==> config.mk <==
export PLATFORM = sky130hd
export DESIGN_NAME = barycentric_bin_change_locator
export DESIGN_NICKNAME = d
export VERILOG_FILES = /design/src/bbcl_pkg.sv /design/src/barycentric_bin_change_locator.sv
export SDC_FILE = /design/constraint.sdc
export NUM_CORES = 2
export LEC_CHECK = 0
export BUFFER_PORTS_ARGS = -buffer_cell sky130_fd_sc_hd__buf_2
export CAP_MARGIN = 20
export CORE_MARGIN = 5
export CORE_UTILIZATION = 55
export DETAILED_ROUTE_END_ITERATION = 10
export PLACE_DENSITY = 0.78
export SETUP_SLACK_MARGIN = 0.2
export SLEW_MARGIN = 20
export SYNTH_ARGS = -nofsm -noshare
export SYNTH_HDL_FRONTEND = slang
export SYNTH_SLANG_ARGS = --single-unit
==> constraint.sdc <==
create_clock -name clk -period 6.1 [get_ports clk]
set_input_delay 0.61 -clock clk [delete_from_list [all_inputs] [get_ports clk]]
set_output_delay 0.61 -clock clk [all_outputs]
set_load 0.005 [all_outputs]
==> src/bbcl_pkg.sv <==
// Package for the barycentric bin change locator.
// Field widths, fixed-point constants, register codes and the controller state type.
// No dependencies.
`default_nettype none

package bbcl_pkg;

  // field widths
  localparam int DELAY_W   = 40;  // signed Q24.16 delay
  localparam int BPS_W     = 40;  // unsigned Q24.16 step length
  localparam int SLEN_W    = 23;  // series length
  localparam int BIN_W     = 24;  // signed bin position
  localparam int FRAC_BITS = 16;  // Q16 fraction bits

  // limits
  localparam int MAX_PER_SAMPLE = 16;
  localparam int MAX_STEPS      = 65536;

  // derived widths
  localparam int STEP_W = $clog2(MAX_STEPS);
  localparam int CNT_W  = $clog2(MAX_PER_SAMPLE + 1);
  localparam int IDX_W  = (MAX_PER_SAMPLE > 1) ? $clog2(MAX_PER_SAMPLE) : 1;
  localparam int CP_W   = DELAY_W + 2;      // crossing point, signed
  localparam int DIFF_W = DELAY_W + 3;      // interpolation differences, signed
  localparam int QF_W   = 32;               // divider quotient bits
  localparam int ITER_W = $clog2(QF_W);     // shared iteration counter
  localparam int LO_W   = BPS_W + STEP_W;   // step start position, Q16
  localparam int SUM_W  = LO_W + 1;         // step start plus offset
  localparam int RQ_W   = SUM_W - FRAC_BITS;

  // configuration port
  localparam int CFG_IDX_W = 1;
  localparam logic [CFG_IDX_W-1:0] CFG_BINS_PER_STEP = 1'b0;
  localparam logic [CFG_IDX_W-1:0] CFG_SERIES_LENGTH = 1'b1;

  // reset values and constants
  localparam logic [BPS_W-1:0]     BPS_RESET  = BPS_W'(65536);
  localparam logic [SLEN_W-1:0]    SLEN_RESET = SLEN_W'(8388607);
  localparam logic [BIN_W-1:0]     BIN_MAX    = BIN_W'(8388607);
  localparam logic [FRAC_BITS-1:0] HALF_FRAC  = {1'b1, {(FRAC_BITS-1){1'b0}}};
  localparam logic [CP_W-1:0]      HALF_CP    = CP_W'(32768);
  localparam logic [CP_W-1:0]      ONE_CP     = CP_W'(65536);

  // controller states, one-hot
  typedef enum logic [11:0] {
    S_IDLE  = 12'b0000_0000_0001,
    S_ABS   = 12'b0000_0000_0010,
    S_ROUND = 12'b0000_0000_0100,
    S_LO    = 12'b0000_0000_1000,
    S_CHECK = 12'b0000_0001_0000,
    S_PREP  = 12'b0000_0010_0000,
    S_DCHK  = 12'b0000_0100_0000,
    S_DIV   = 12'b0000_1000_0000,
    S_SCALE = 12'b0001_0000_0000,
    S_SUM   = 12'b0010_0000_0000,
    S_RND   = 12'b0100_0000_0000,
    S_EMIT  = 12'b1000_0000_0000
  } state_t;

endpackage

`default_nettype wire

==> src/barycentric_bin_change_locator.sv <==
// Top level of the barycentric bin change locator; depends on bbcl_pkg.
// Steps: a first-sample or same-bin beat ends after rounding. A bin change runs the bit-serial
//   step multiply, then per interpolated crossing the divider and the scaler (both skipped when
//   the fraction is zero or one); once stopped, crossings are only walked. Then the results leave.
// Throughput: one input beat at a time; the next is taken once the last result has moved
//   into the output register. Reset (rst, synchronous): defaults, state cleared, none pending.
`default_nettype none

module barycentric_bin_change_locator (
  input  logic                                  clk,
  input  logic                                  rst,
  input  logic                                  cfg_write_en,
  input  logic [bbcl_pkg::CFG_IDX_W-1:0]        cfg_index,
  input  logic [bbcl_pkg::BPS_W-1:0]            cfg_data,
  input  logic                                  in_valid,
  output logic                                  in_ready,
  input  logic signed [bbcl_pkg::DELAY_W-1:0]   delay_bins,
  input  logic                                  first_sample,
  output logic                                  out_valid,
  input  logic                                  out_ready,
  output logic signed [bbcl_pkg::BIN_W-1:0]     bin_position,
  output logic                                  last_of_step,
  output logic                                  crossings_dropped
);

  localparam int DELAY_W   = bbcl_pkg::DELAY_W;
  localparam int BPS_W     = bbcl_pkg::BPS_W;
  localparam int SLEN_W    = bbcl_pkg::SLEN_W;
  localparam int BIN_W     = bbcl_pkg::BIN_W;
  localparam int FRAC_BITS = bbcl_pkg::FRAC_BITS;
  localparam int STEP_W    = bbcl_pkg::STEP_W;
  localparam int CNT_W     = bbcl_pkg::CNT_W;
  localparam int IDX_W     = bbcl_pkg::IDX_W;
  localparam int CP_W      = bbcl_pkg::CP_W;
  localparam int DIFF_W    = bbcl_pkg::DIFF_W;
  localparam int QF_W      = bbcl_pkg::QF_W;
  localparam int ITER_W    = bbcl_pkg::ITER_W;
  localparam int LO_W      = bbcl_pkg::LO_W;
  localparam int SUM_W     = bbcl_pkg::SUM_W;
  localparam int RQ_W      = bbcl_pkg::RQ_W;
  localparam int MAX_LEN   = bbcl_pkg::MAX_PER_SAMPLE;

  bbcl_pkg::state_t state, state_next;

  // configuration and series state
  logic [BPS_W-1:0]   bps;
  logic [SLEN_W-1:0]  slen;
  logic [DELAY_W-1:0] prev_delay;
  logic [BIN_W-1:0]   last_bin;
  logic [STEP_W-1:0]  step_idx;
  logic               stopped;

  // control counters
  logic [ITER_W-1:0]  cnt;
  logic [CNT_W-1:0]   k;
  logic [CNT_W-1:0]   count;
  logic [CNT_W-1:0]   rd;

  // datapath registers
  logic [DELAY_W-1:0] d_reg;
  logic               first_reg;
  logic [DELAY_W-1:0] absd;
  logic               up;
  logic               dropped;
  logic [CP_W-1:0]    cp;
  logic [STEP_W-1:0]  mop;
  logic [LO_W-1:0]    lo;
  logic [DIFF_W-1:0]  num;
  logic [DIFF_W-1:0]  den;
  logic [DIFF_W-1:0]  un;
  logic [DIFF_W-1:0]  ud;
  logic               f_zero;
  logic [DIFF_W-1:0]  rem;
  logic [QF_W-1:0]    fq;
  logic [BPS_W-1:0]   acc;
  logic [SUM_W-1:0]   msum;
  logic [BIN_W-1:0]   pos_buf [MAX_LEN];

  // ---------------------------------------------------------------
  // rounding of the incoming delay to a bin, ties to even, saturated
  logic [BIN_W-1:0]     rq;
  logic [FRAC_BITS-1:0] rr;
  logic                 r_up;
  logic [BIN_W:0]       rq_inc;
  logic [BIN_W-1:0]     rmag;
  logic [BIN_W-1:0]     cur_bin;
  logic                 up_w;
  logic [CP_W-1:0]      cp_base;
  logic [CP_W-1:0]      cp_init;
  logic [STEP_W-1:0]    step_sat;

  assign rq      = absd[DELAY_W-1:FRAC_BITS];
  assign rr      = absd[FRAC_BITS-1:0];
  assign r_up    = (rr > bbcl_pkg::HALF_FRAC) || ((rr == bbcl_pkg::HALF_FRAC) && rq[0]);
  assign rq_inc  = {1'b0, rq} + (BIN_W+1)'(r_up);
  assign rmag    = (rq_inc > {1'b0, bbcl_pkg::BIN_MAX}) ? bbcl_pkg::BIN_MAX
                                                          : rq_inc[BIN_W-1:0];
  assign cur_bin = d_reg[DELAY_W-1] ? (BIN_W'(0) - rmag) : rmag;
  assign up_w    = !cur_bin[BIN_W-1] && (cur_bin != '0);

  // first crossing: old bin plus or minus one half
  assign cp_base = {{(CP_W-BIN_W-FRAC_BITS){last_bin[BIN_W-1]}}, last_bin,
                    {FRAC_BITS{1'b0}}};
  assign cp_init = up_w ? (cp_base + bbcl_pkg::HALF_CP) : (cp_base - bbcl_pkg::HALF_CP);

  assign step_sat = (step_idx < STEP_W'(bbcl_pkg::MAX_STEPS - 1)) ? (step_idx + 1'b1)
                                                                   : step_idx;

  // ---------------------------------------------------------------
  // crossing walk: end test and interpolation differences
  logic [CP_W-1:0]   acp;
  logic              cross_done;
  logic              k_full;
  logic              walk_exit;
  logic [CP_W-1:0]   cp_step;
  logic [DIFF_W-1:0] prev_ext;
  logic [DIFF_W-1:0] num_w;
  logic [DIFF_W-1:0] den_w;

  assign acp        = cp[CP_W-1] ? (CP_W'(0) - cp) : cp;
  assign cross_done = acp >= {{(CP_W-DELAY_W){1'b0}}, absd};
  assign k_full     = (k == CNT_W'(MAX_LEN));
  assign walk_exit  = cross_done || k_full;
  assign cp_step    = up ? bbcl_pkg::ONE_CP : (CP_W'(0) - bbcl_pkg::ONE_CP);
  assign prev_ext   = {{(DIFF_W-DELAY_W){prev_delay[DELAY_W-1]}}, prev_delay};
  assign num_w      = {{(DIFF_W-CP_W){cp[CP_W-1]}}, cp} - prev_ext;
  assign den_w      = {{(DIFF_W-DELAY_W){d_reg[DELAY_W-1]}}, d_reg} - prev_ext;

  // ---------------------------------------------------------------
  // restoring divider step, one quotient bit a cycle
  logic [DIFF_W:0] rsh;
  logic [DIFF_W:0] dsub;
  logic            q_bit;

  assign rsh   = {rem, 1'b0};
  assign dsub  = rsh - {1'b0, ud};
  assign q_bit = rsh >= {1'b0, ud};

  // bit-serial scaler step, LSB of the fraction first
  logic [BPS_W:0] ssum;
  assign ssum = {1'b0, acc} + {1'b0, (fq[0] ? bps : BPS_W'(0))};

  // bit-serial step start multiply, MSB of the step count first
  logic [LO_W-1:0] lo_add;
  assign lo_add = {lo[LO_W-2:0], 1'b0}
                + (mop[STEP_W-1] ? {{STEP_W{1'b0}}, bps} : LO_W'(0));

  // ---------------------------------------------------------------
  // position rounding and series length test
  logic [RQ_W-1:0]      mq;
  logic [FRAC_BITS-1:0] mr;
  logic                 m_up;
  logic [RQ_W:0]        mmag;
  logic                 stop_hit;
  logic [BIN_W-1:0]     mlow;
  logic [BIN_W-1:0]     pos_w;

  assign mq       = msum[SUM_W-1:FRAC_BITS];
  assign mr       = msum[FRAC_BITS-1:0];
  assign m_up     = (mr > bbcl_pkg::HALF_FRAC) || ((mr == bbcl_pkg::HALF_FRAC) && mq[0]);
  assign mmag     = {1'b0, mq} + (RQ_W+1)'(m_up);
  assign stop_hit = mmag >= (RQ_W+1)'(slen);
  assign mlow     = mmag[BIN_W-1:0];
  assign pos_w    = up ? mlow : (BIN_W'(0) - mlow);

  // ---------------------------------------------------------------
  // output handshake
  logic load_out;
  logic rd_last;

  assign in_ready = (state == bbcl_pkg::S_IDLE);
  assign load_out = (state == bbcl_pkg::S_EMIT) && (!out_valid || out_ready);
  assign rd_last  = (rd == (count - 1'b1));

  // ---------------------------------------------------------------
  // next state
  always_comb begin
    state_next = state;
    unique case (state)
      bbcl_pkg::S_IDLE: begin
        if (in_valid) state_next = bbcl_pkg::S_ABS;
      end
      bbcl_pkg::S_ABS: state_next = bbcl_pkg::S_ROUND;
      bbcl_pkg::S_ROUND: begin
        if (first_reg || (cur_bin == last_bin)) state_next = bbcl_pkg::S_IDLE;
        else state_next = bbcl_pkg::S_LO;
      end
      bbcl_pkg::S_LO: begin
        if (cnt == ITER_W'(STEP_W - 1)) state_next = bbcl_pkg::S_CHECK;
      end
      bbcl_pkg::S_CHECK: begin
        if (walk_exit) begin
          state_next = (count == '0) ? bbcl_pkg::S_IDLE : bbcl_pkg::S_EMIT;
        end else if (!stopped) begin
          state_next = bbcl_pkg::S_PREP;
        end
      end
      bbcl_pkg::S_PREP: state_next = bbcl_pkg::S_DCHK;
      bbcl_pkg::S_DCHK: begin
        if (f_zero || (un >= ud)) state_next = bbcl_pkg::S_SUM;
        else state_next = bbcl_pkg::S_DIV;
      end
      bbcl_pkg::S_DIV: begin
        if (cnt == ITER_W'(QF_W - 1)) state_next = bbcl_pkg::S_SCALE;
      end
      bbcl_pkg::S_SCALE: begin
        if (cnt == ITER_W'(QF_W - 1)) state_next = bbcl_pkg::S_SUM;
      end
      bbcl_pkg::S_SUM: state_next = bbcl_pkg::S_RND;
      bbcl_pkg::S_RND: state_next = bbcl_pkg::S_CHECK;
      bbcl_pkg::S_EMIT: begin
        if (load_out && rd_last) state_next = bbcl_pkg::S_IDLE;
      end
      default: state_next = bbcl_pkg::S_IDLE;
    endcase
  end

  // ---------------------------------------------------------------
  // control state, configuration and series state
  always_ff @(posedge clk) begin
    if (rst) begin
      state      <= bbcl_pkg::S_IDLE;
      bps        <= bbcl_pkg::BPS_RESET;
      slen       <= bbcl_pkg::SLEN_RESET;
      prev_delay <= '0;
      last_bin   <= '0;
      step_idx   <= '0;
      stopped    <= 1'b0;
      cnt        <= '0;
      k          <= '0;
      count      <= '0;
      rd         <= '0;
      out_valid  <= 1'b0;
    end else begin
      state <= state_next;

      // register writes
      if (cfg_write_en) begin
        unique case (cfg_index)
          bbcl_pkg::CFG_BINS_PER_STEP: bps  <= cfg_data;
          bbcl_pkg::CFG_SERIES_LENGTH: slen <= cfg_data[SLEN_W-1:0];
        endcase
      end

      unique case (state)
        bbcl_pkg::S_ROUND: begin
          if (first_reg) begin
            prev_delay <= d_reg;
            last_bin   <= cur_bin;
            step_idx   <= '0;
            stopped    <= 1'b0;
          end else begin
            step_idx <= step_sat;
            last_bin <= cur_bin;
            if (cur_bin == last_bin) prev_delay <= d_reg;
          end
          cnt   <= '0;
          k     <= '0;
          count <= '0;
        end
        bbcl_pkg::S_LO: cnt <= cnt + 1'b1;
        bbcl_pkg::S_CHECK: begin
          if (walk_exit) begin
            prev_delay <= d_reg;
            rd         <= '0;
          end else if (stopped) begin
            k <= k + 1'b1;
          end
        end
        bbcl_pkg::S_DCHK: cnt <= '0;
        bbcl_pkg::S_DIV:   cnt <= cnt + 1'b1;
        bbcl_pkg::S_SCALE: cnt <= cnt + 1'b1;
        bbcl_pkg::S_RND: begin
          k <= k + 1'b1;
          if (stop_hit) stopped <= 1'b1;
          else count <= count + 1'b1;
        end
        bbcl_pkg::S_EMIT: begin
          if (load_out) rd <= rd + 1'b1;
        end
        default: ;
      endcase

      // output register valid
      if (load_out) out_valid <= 1'b1;
      else if (out_ready) out_valid <= 1'b0;
    end
  end

  // ---------------------------------------------------------------
  // datapath
  always_ff @(posedge clk) begin
    unique case (state)
      bbcl_pkg::S_IDLE: begin
        d_reg     <= delay_bins;
        first_reg <= first_sample;
      end
      bbcl_pkg::S_ABS: begin
        absd <= d_reg[DELAY_W-1] ? (DELAY_W'(0) - d_reg) : d_reg;
      end
      bbcl_pkg::S_ROUND: begin
        up      <= up_w;
        cp      <= cp_init;
        dropped <= 1'b0;
        mop     <= step_sat - 1'b1;
        lo      <= '0;
      end
      bbcl_pkg::S_LO: begin
        lo  <= lo_add;
        mop <= {mop[STEP_W-2:0], 1'b0};
      end
      bbcl_pkg::S_CHECK: begin
        if (!cross_done && k_full) dropped <= 1'b1;
        if (!walk_exit && stopped) cp <= cp + cp_step;
        num <= num_w;
        den <= den_w;
      end
      bbcl_pkg::S_PREP: begin
        f_zero <= (num == '0) || (den == '0) || (num[DIFF_W-1] != den[DIFF_W-1]);
        un     <= num[DIFF_W-1] ? (DIFF_W'(0) - num) : num;
        ud     <= den[DIFF_W-1] ? (DIFF_W'(0) - den) : den;
      end
      bbcl_pkg::S_DCHK: begin
        rem <= un;
        if (f_zero) acc <= '0;
        else if (un >= ud) acc <= bps;
      end
      bbcl_pkg::S_DIV: begin
        rem <= q_bit ? dsub[DIFF_W-1:0] : rsh[DIFF_W-1:0];
        fq  <= {fq[QF_W-2:0], q_bit};
        acc <= '0;
      end
      bbcl_pkg::S_SCALE: begin
        acc <= ssum[BPS_W:1];
        fq  <= {1'b0, fq[QF_W-1:1]};
      end
      bbcl_pkg::S_SUM: begin
        msum <= {1'b0, lo} + {{(SUM_W-BPS_W){1'b0}}, acc};
      end
      bbcl_pkg::S_RND: begin
        if (!stop_hit) pos_buf[count[IDX_W-1:0]] <= pos_w;
        cp <= cp + cp_step;
      end
      bbcl_pkg::S_EMIT: begin
        if (load_out) begin
          bin_position      <= pos_buf[rd[IDX_W-1:0]];
          last_of_step      <= rd_last;
          crossings_dropped <= dropped;
        end
      end
      default: ;
    endcase
  end

endmodule

`default_nettype wire

== Yosys cells after proc, flatten, opt, wreduce, memory -nomap -nowiden ==
Memories as Yosys holds them, arrays and structs flattened. A register that Yosys moved wholly into a read port is not among the register bits.
Index checks and enable logic that the tools add are counted.
Operators by class
  $add $sub $neg: 24
  magnitude comparators: 8
  equal/unequal tests: 37
  multiplexer cells: 57
  bitwise operators: 1
  reductions and logical operators: 47
Operator list (number)
  2-to-1 mux 40 bit: 7
  2-to-1 mux 42 bit: 6
  one-hot mux 12 bit (12 select lines): 1
  one-hot mux 42 bit (3 select lines): 1
  one-hot mux 40 bit (3 select lines): 1
  one-hot mux 56 bit (2 select lines): 1
  2-to-1 mux 12 bit: 8
  logical NOT 43 bit: 2
  one-hot mux 43 bit (2 select lines): 1
  subtractor 1 x 43 -> 43 bit (first input constant): 2
  one-hot mux 40 bit (2 select lines): 1
  2-to-1 mux 24 bit: 3
  one-hot mux 32 bit (2 select lines): 1
  adder 56 x 40 -> 57 bit: 1
  adder 56 x 40 -> 56 bit: 1
  subtractor 1 x 24 -> 24 bit (first input constant): 2
  >= comparator 44 x 43 -> 1 bit: 1
  >= comparator 43 bit: 1
  2-to-1 mux 43 bit: 1
  subtractor 42 x 40 -> 43 bit: 1
  subtractor 43 bit: 1
  adder 41 x 1 -> 42 bit: 1
  adder 42 bit: 1
  >= comparator 42 x 23 -> 1 bit: 1
  59 further kinds: 127
Storage, ports and cells
  register bits after elaboration: 721
  memory bits (writable): 384
  output and inout port bits: 28
  logic and storage cells: 209
  memories kept: 1
Memories
  pos_buf: depth 16, bits a word 24, read ports 1, clocked after memory_dff 1, wr ports 1, RTL line barycentric_bin_change_locator.sv:77  | logic [BIN_W-1:0] pos_buf [MAX_LEN];

== Logic depth before layout (Yosys ltp) ==
  depth after elaboration: 12
  mapped depth: 26
  gate-level depth less buffers: 23

== Least setup slack after synthesis ==
No wires, ideal clock.
  kind: reg-to-reg
  start point: register msum[16]
  end point: memory pos_buf[3][0] (enable)
  library setup time: 0.435 ns
  data arrival time: 5.750 ns
  required time: 5.665 ns
  slack: -0.085 ns
  cell stages (with the launch flop): 20
  path buffers: 1
  path through: edfxtp_1 -> nor4_1 -> a41oi_1 -> ha_1 -> and3_1 -> clkbuf_1 -> nand4_1 -> xnor2_1 -> ha_1 -> a21o_1 -> a21o_1 -> a21o_1 -> a21o_1 -> a21oi_1 -> nor2b_1 -> o21ai_0 -> a311oi_1 -> nor4_1 -> nand2_1 -> nor3_1
Between the ends
  longest elaborated chain between the ends: 7
Ends and longest elaborated chain
  start: declaration: RTL line barycentric_bin_change_locator.sv:76  | logic [SUM_W-1:0] msum;
  start signal: assignment: RTL line barycentric_bin_change_locator.sv:338  | msum <= {1'b0, lo} + {{(SUM_W-BPS_W){1'b0}}, acc};
  logical AND 1 bit: RTL line barycentric_bin_change_locator.sv:160  | assign m_up = (mr > bbcl_pkg::HALF_FRAC) || ((mr == bbcl_pkg::HALF_FRAC) && mq[0]);
  logical OR 1 bit: RTL line barycentric_bin_change_locator.sv:160
  adder 41 x 1 -> 42 bit *: RTL line barycentric_bin_change_locator.sv:161  | assign mmag = {1'b0, mq} + (RQ_W+1)'(m_up);
  >= comparator 42 x 23 -> 1 bit *: RTL line barycentric_bin_change_locator.sv:162  | assign stop_hit = mmag >= (RQ_W+1)'(slen);
  2-to-1 mux 1 bit *: RTL line barycentric_bin_change_locator.sv:341  | if (!stop_hit) pos_buf[count[IDX_W-1:0]] <= pos_w;
  2-to-1 mux 1 bit *: RTL line barycentric_bin_change_locator.sv:293  | unique case (state)
  2-to-1 mux 1 bit (implied by the code) *: RTL line barycentric_bin_change_locator.sv:341
  end: declaration: RTL line barycentric_bin_change_locator.sv:77
Mark *: on every way between the ends. The rest lies on a longest branch, timed or not.

== Final worst setup path ==
  start point: register msum[16]
  end point: memory pos_buf[12][8] (enable)
Same word-level chain as after synthesis.

==> metrics.yaml <==
p_leak_uw: 0.0265
synthFlopType: "edfxtp_1"
fin_crit_sh_pct: 91.3
cts_max_level: 3
top_layer_used: "met4"
crit_chain: "nor4_1 -> a41oi_1 -> ha_1 -> ha_1 -> nand4_1 -> nor2_1 -> xor2_1 -> ha_1 -> a21o_1 -> a21o_1 -> a21o_1 -> a21oi_1 -> nor2b_1 -> o21ai_0 -> a311oi_1 -> nor4_2 -> buf_4 -> nand2_1 -> nor2_2 -> buf_4"
period_needed_ns: 5.57
cts_buffers: 114
setup_viol: 0
start_util_pct: 55.2
vdd_ir_drop_max_mv: 0.326
tns_ns: 0
syn_avg_cell_area_um2: 11.0
dieHeight_um: 351
ios: 115
netlist_area_um2: 63900
dr.pass1.iters: 6
async_reset_ff_share_pct: 0
tritoncts: "done"
drt-total-wl_um: 166000
root_buffer: "clkbuf_16"
netlist_instances: 5824
grtUsageTotal_pct: 26.5
ant_nets: 0
dr.first_iter.drc_count: 4459
route.met3.wl_um: 12100
critPathRequiredTime_ns: 6.45
largest_reg_flops: 384
powerDensity_nw_per_um2: 245
synth-edff-count: 934
whs_ns: 0.0513
drv_cap: 0
slew_viol_final: 0
dp_hpwl_um: 118000
num_vias: 46900
antenna_found_initial: 6
fin_area_um2: 70900
synth_cell_types: 109
worst_pin_slew_ns: 1.20
path_class: "reg2reg"
rrSetupSlack_ns: 0.53
min_path_type: "in2reg"
portBuffers: 114
slew_headroom_pct: 19.0
place_area_um2: 66600
worstSetupEndpoint: "pos_buf[12][8]"
yosys-top-cells-area: "edfxtp_1 (44%), ha_1 (7.1%), dfxtp_1 (5.5%)"
cp_data_arrival_time_ns: 5.92
startpoint_type: "flip-flop"
hold_viol: 0
wl_per_cell_um: 21.8
max_freq_ghz: 0.180
dr_wl_met2_um: 77200
core_area_um2: 116000
yosysTopAreaCell: "edfxtp_1"
path_max_fanout: 24
place.gp.congestion: 0.926
first_global_vias: 45600
rsz0062_at_grt: "yes"
clock-sinks: 1111
dieArea_um2: 123000
final_util_pct: 61.3
yosysWarningCount: 0
clock_path_buffers: 3
area_delta_synth_final_pct: 10.9
finalClockSkew_ns: 0.0496
drive_above_1_share_pct: 10.8
crit_start: "msum[16]"
ff2ff_path_depth: 20
synth_top_area_share_pct: 43.9
critPathMaxStageDelay_ns: 0.51
rows: 125
clkLatencyLatePin_ns: 0.74
final_nets: 6443
r2r_end: "pos_buf[12][8]"
cp-end-kind: "flip-flop"
met1Wirelength_um: 70600
synth_seq_cells: 1111
die_x_um: 351
grt_max_degree: 109
overflow: 0
clkTransAtPathRegs_ns: 0.07
ys_seq_area_share_pct: 49.4
crit_slowest_cell: "xor2_1"
grt_pass1_wl_um: 257000
vias_per_cell: 6.16
r2r_start: "msum[16]"
drc: 0
status: "complete, no violations"
-- synth_stat cells (all sizes together), types with 26 or more instances --
| cell | n |
|---|---|
| o31ai | 51 |
| nor4 | 64 |
| a211oi | 41 |
| mux4 | 120 |
| o211ai | 31 |
| a31oi | 50 |
| and3 | 80 |
| ha | 365 |
| a211o | 36 |
| o21ai | 304 |
| clkbuf | 157 |
| nand3 | 110 |
| xnor2 | 366 |
| buf | 42 |
| a21o | 166 |
| nand4 | 75 |
| nor2b | 43 |
| xor2 | 174 |
| inv | 251 |
| a21oi | 386 |
| and2 | 114 |
| or4 | 34 |
| o21a | 67 |
| o21bai | 26 |
| mux2i | 88 |
| nor3 | 103 |
| dfxtp | 177 |
| or3 | 47 |
| nand2 | 526 |
| nand2b | 66 |
| nor2 | 441 |
| edfxtp | 934 |
-- logic make-up after synthesis --
logic type,after synthesis,share of synthesized area (%)
buffers and inverters,452,2.75
DFF,1111,49.4
adders and majority gates,371,7.33
muxes,215,5.73
other,1,0.00587
and+or+nand+nor,1800,14.0
AOI/OAI and AO/OA,1334,13.4
xor gates and xnor gates,540,7.40
-- power breakdown --
group	total, µW	switching, µW	internal [µW]
clock	7190	3110	4080
sequential	8550	185	8360
combinational	1670	989	679
total	17400	4280	13100
-- layout make-up --
class                           instances  area (µm²)
Multi-Input combinational cell       4262       30900
Antenna cell                            3        7.51
Timing Repair Buffer                  243        1640
Clock inverter                         73         793
Tap cell                             1524        1910
Sequential cell                      1111       31600
Inverter                              253         952
Clock buffer                          142        3100
Fill cell                            9018       44800
-- how the worst min path moves through the flow --
stage / start / endpoint / slack (ns) / depth (start not counted)
detailed placement: dropped / crossings_dropped / 0.42 / 0
global placement: dropped / crossings_dropped / 0.41 / 0
global route: delay_bins[23] / d_reg[23] / 0.02 / 1
finish: delay_bins[23] / d_reg[23] / 0.05 / 1
floorplan: dropped / crossings_dropped / 0.40 / 0
CTS: delay_bins[23] / d_reg[23] / 0.001 / 1
-- layer usage --
layer / global-route usage, % / up-vias
li1: - / 22000
met1: 36.0 / 22700
met2: 43.5 / 1827
met3: 4.06 / 322
met4: 9.36 / 0
met5: 0 / -
-- stage by stage --
step	setup slack (ns)	std cells	power (µW)
finish	0.532	7611	17400
global route	0.144	7608	18000
CTS	0.239	7606	17500
detailed placement	0.167	7371	10300
global placement	0.288	7370	10300
floorplan	0.218	5825	9820
-- critical path, delay by kind of cell (launching register included) --
kind | cells | cell delay, ns
compound gates | 7 | 1.15
flops | 1 | 0.43
buf+inv | 2 | 0.67
simple gates | 7 | 1.44
fa+ha+maj | 3 | 0.99
xor+xnor | 1 | 0.51
-- cell usage in the layout (no fill, tap or decap), types with 26 or more instances in the layout --
cell type	instances
o31ai_1	49
or3_1	45
a21oi_1	384
o21bai_1	26
nor4_1	52
nor2b_1	41
a211o_1	35
xor2_1	169
mux4_2	120
nand2b_1	66
o21ai_0	301
nor2_1	427
o21a_1	67
mux2i_1	88
nand4_1	73
edfxtp_1	934
xnor2_1	365
and3_1	79
o211ai_1	30
or4_1	30
a31oi_1	49
buf_2	113
nand2_1	523
dfxtp_1	174
a21o_1	166
nand3_1	108
ha_1	364
buf_4	105
a211oi_1	40
and2_1	112
inv_1	247
clkbuf_16	119
nor3_1	93
-- what timing repair did --
item / CTS / global route
setup endpoints to repair: 1 / 68
endpoints found under the hold margin: 20 / 0
pin swaps: 0 / 2
hold buffers: 20 / 0
buffers inserted: 0 / 2
resized for setup: 2 / 18
(Power assumes the default switching activity.)
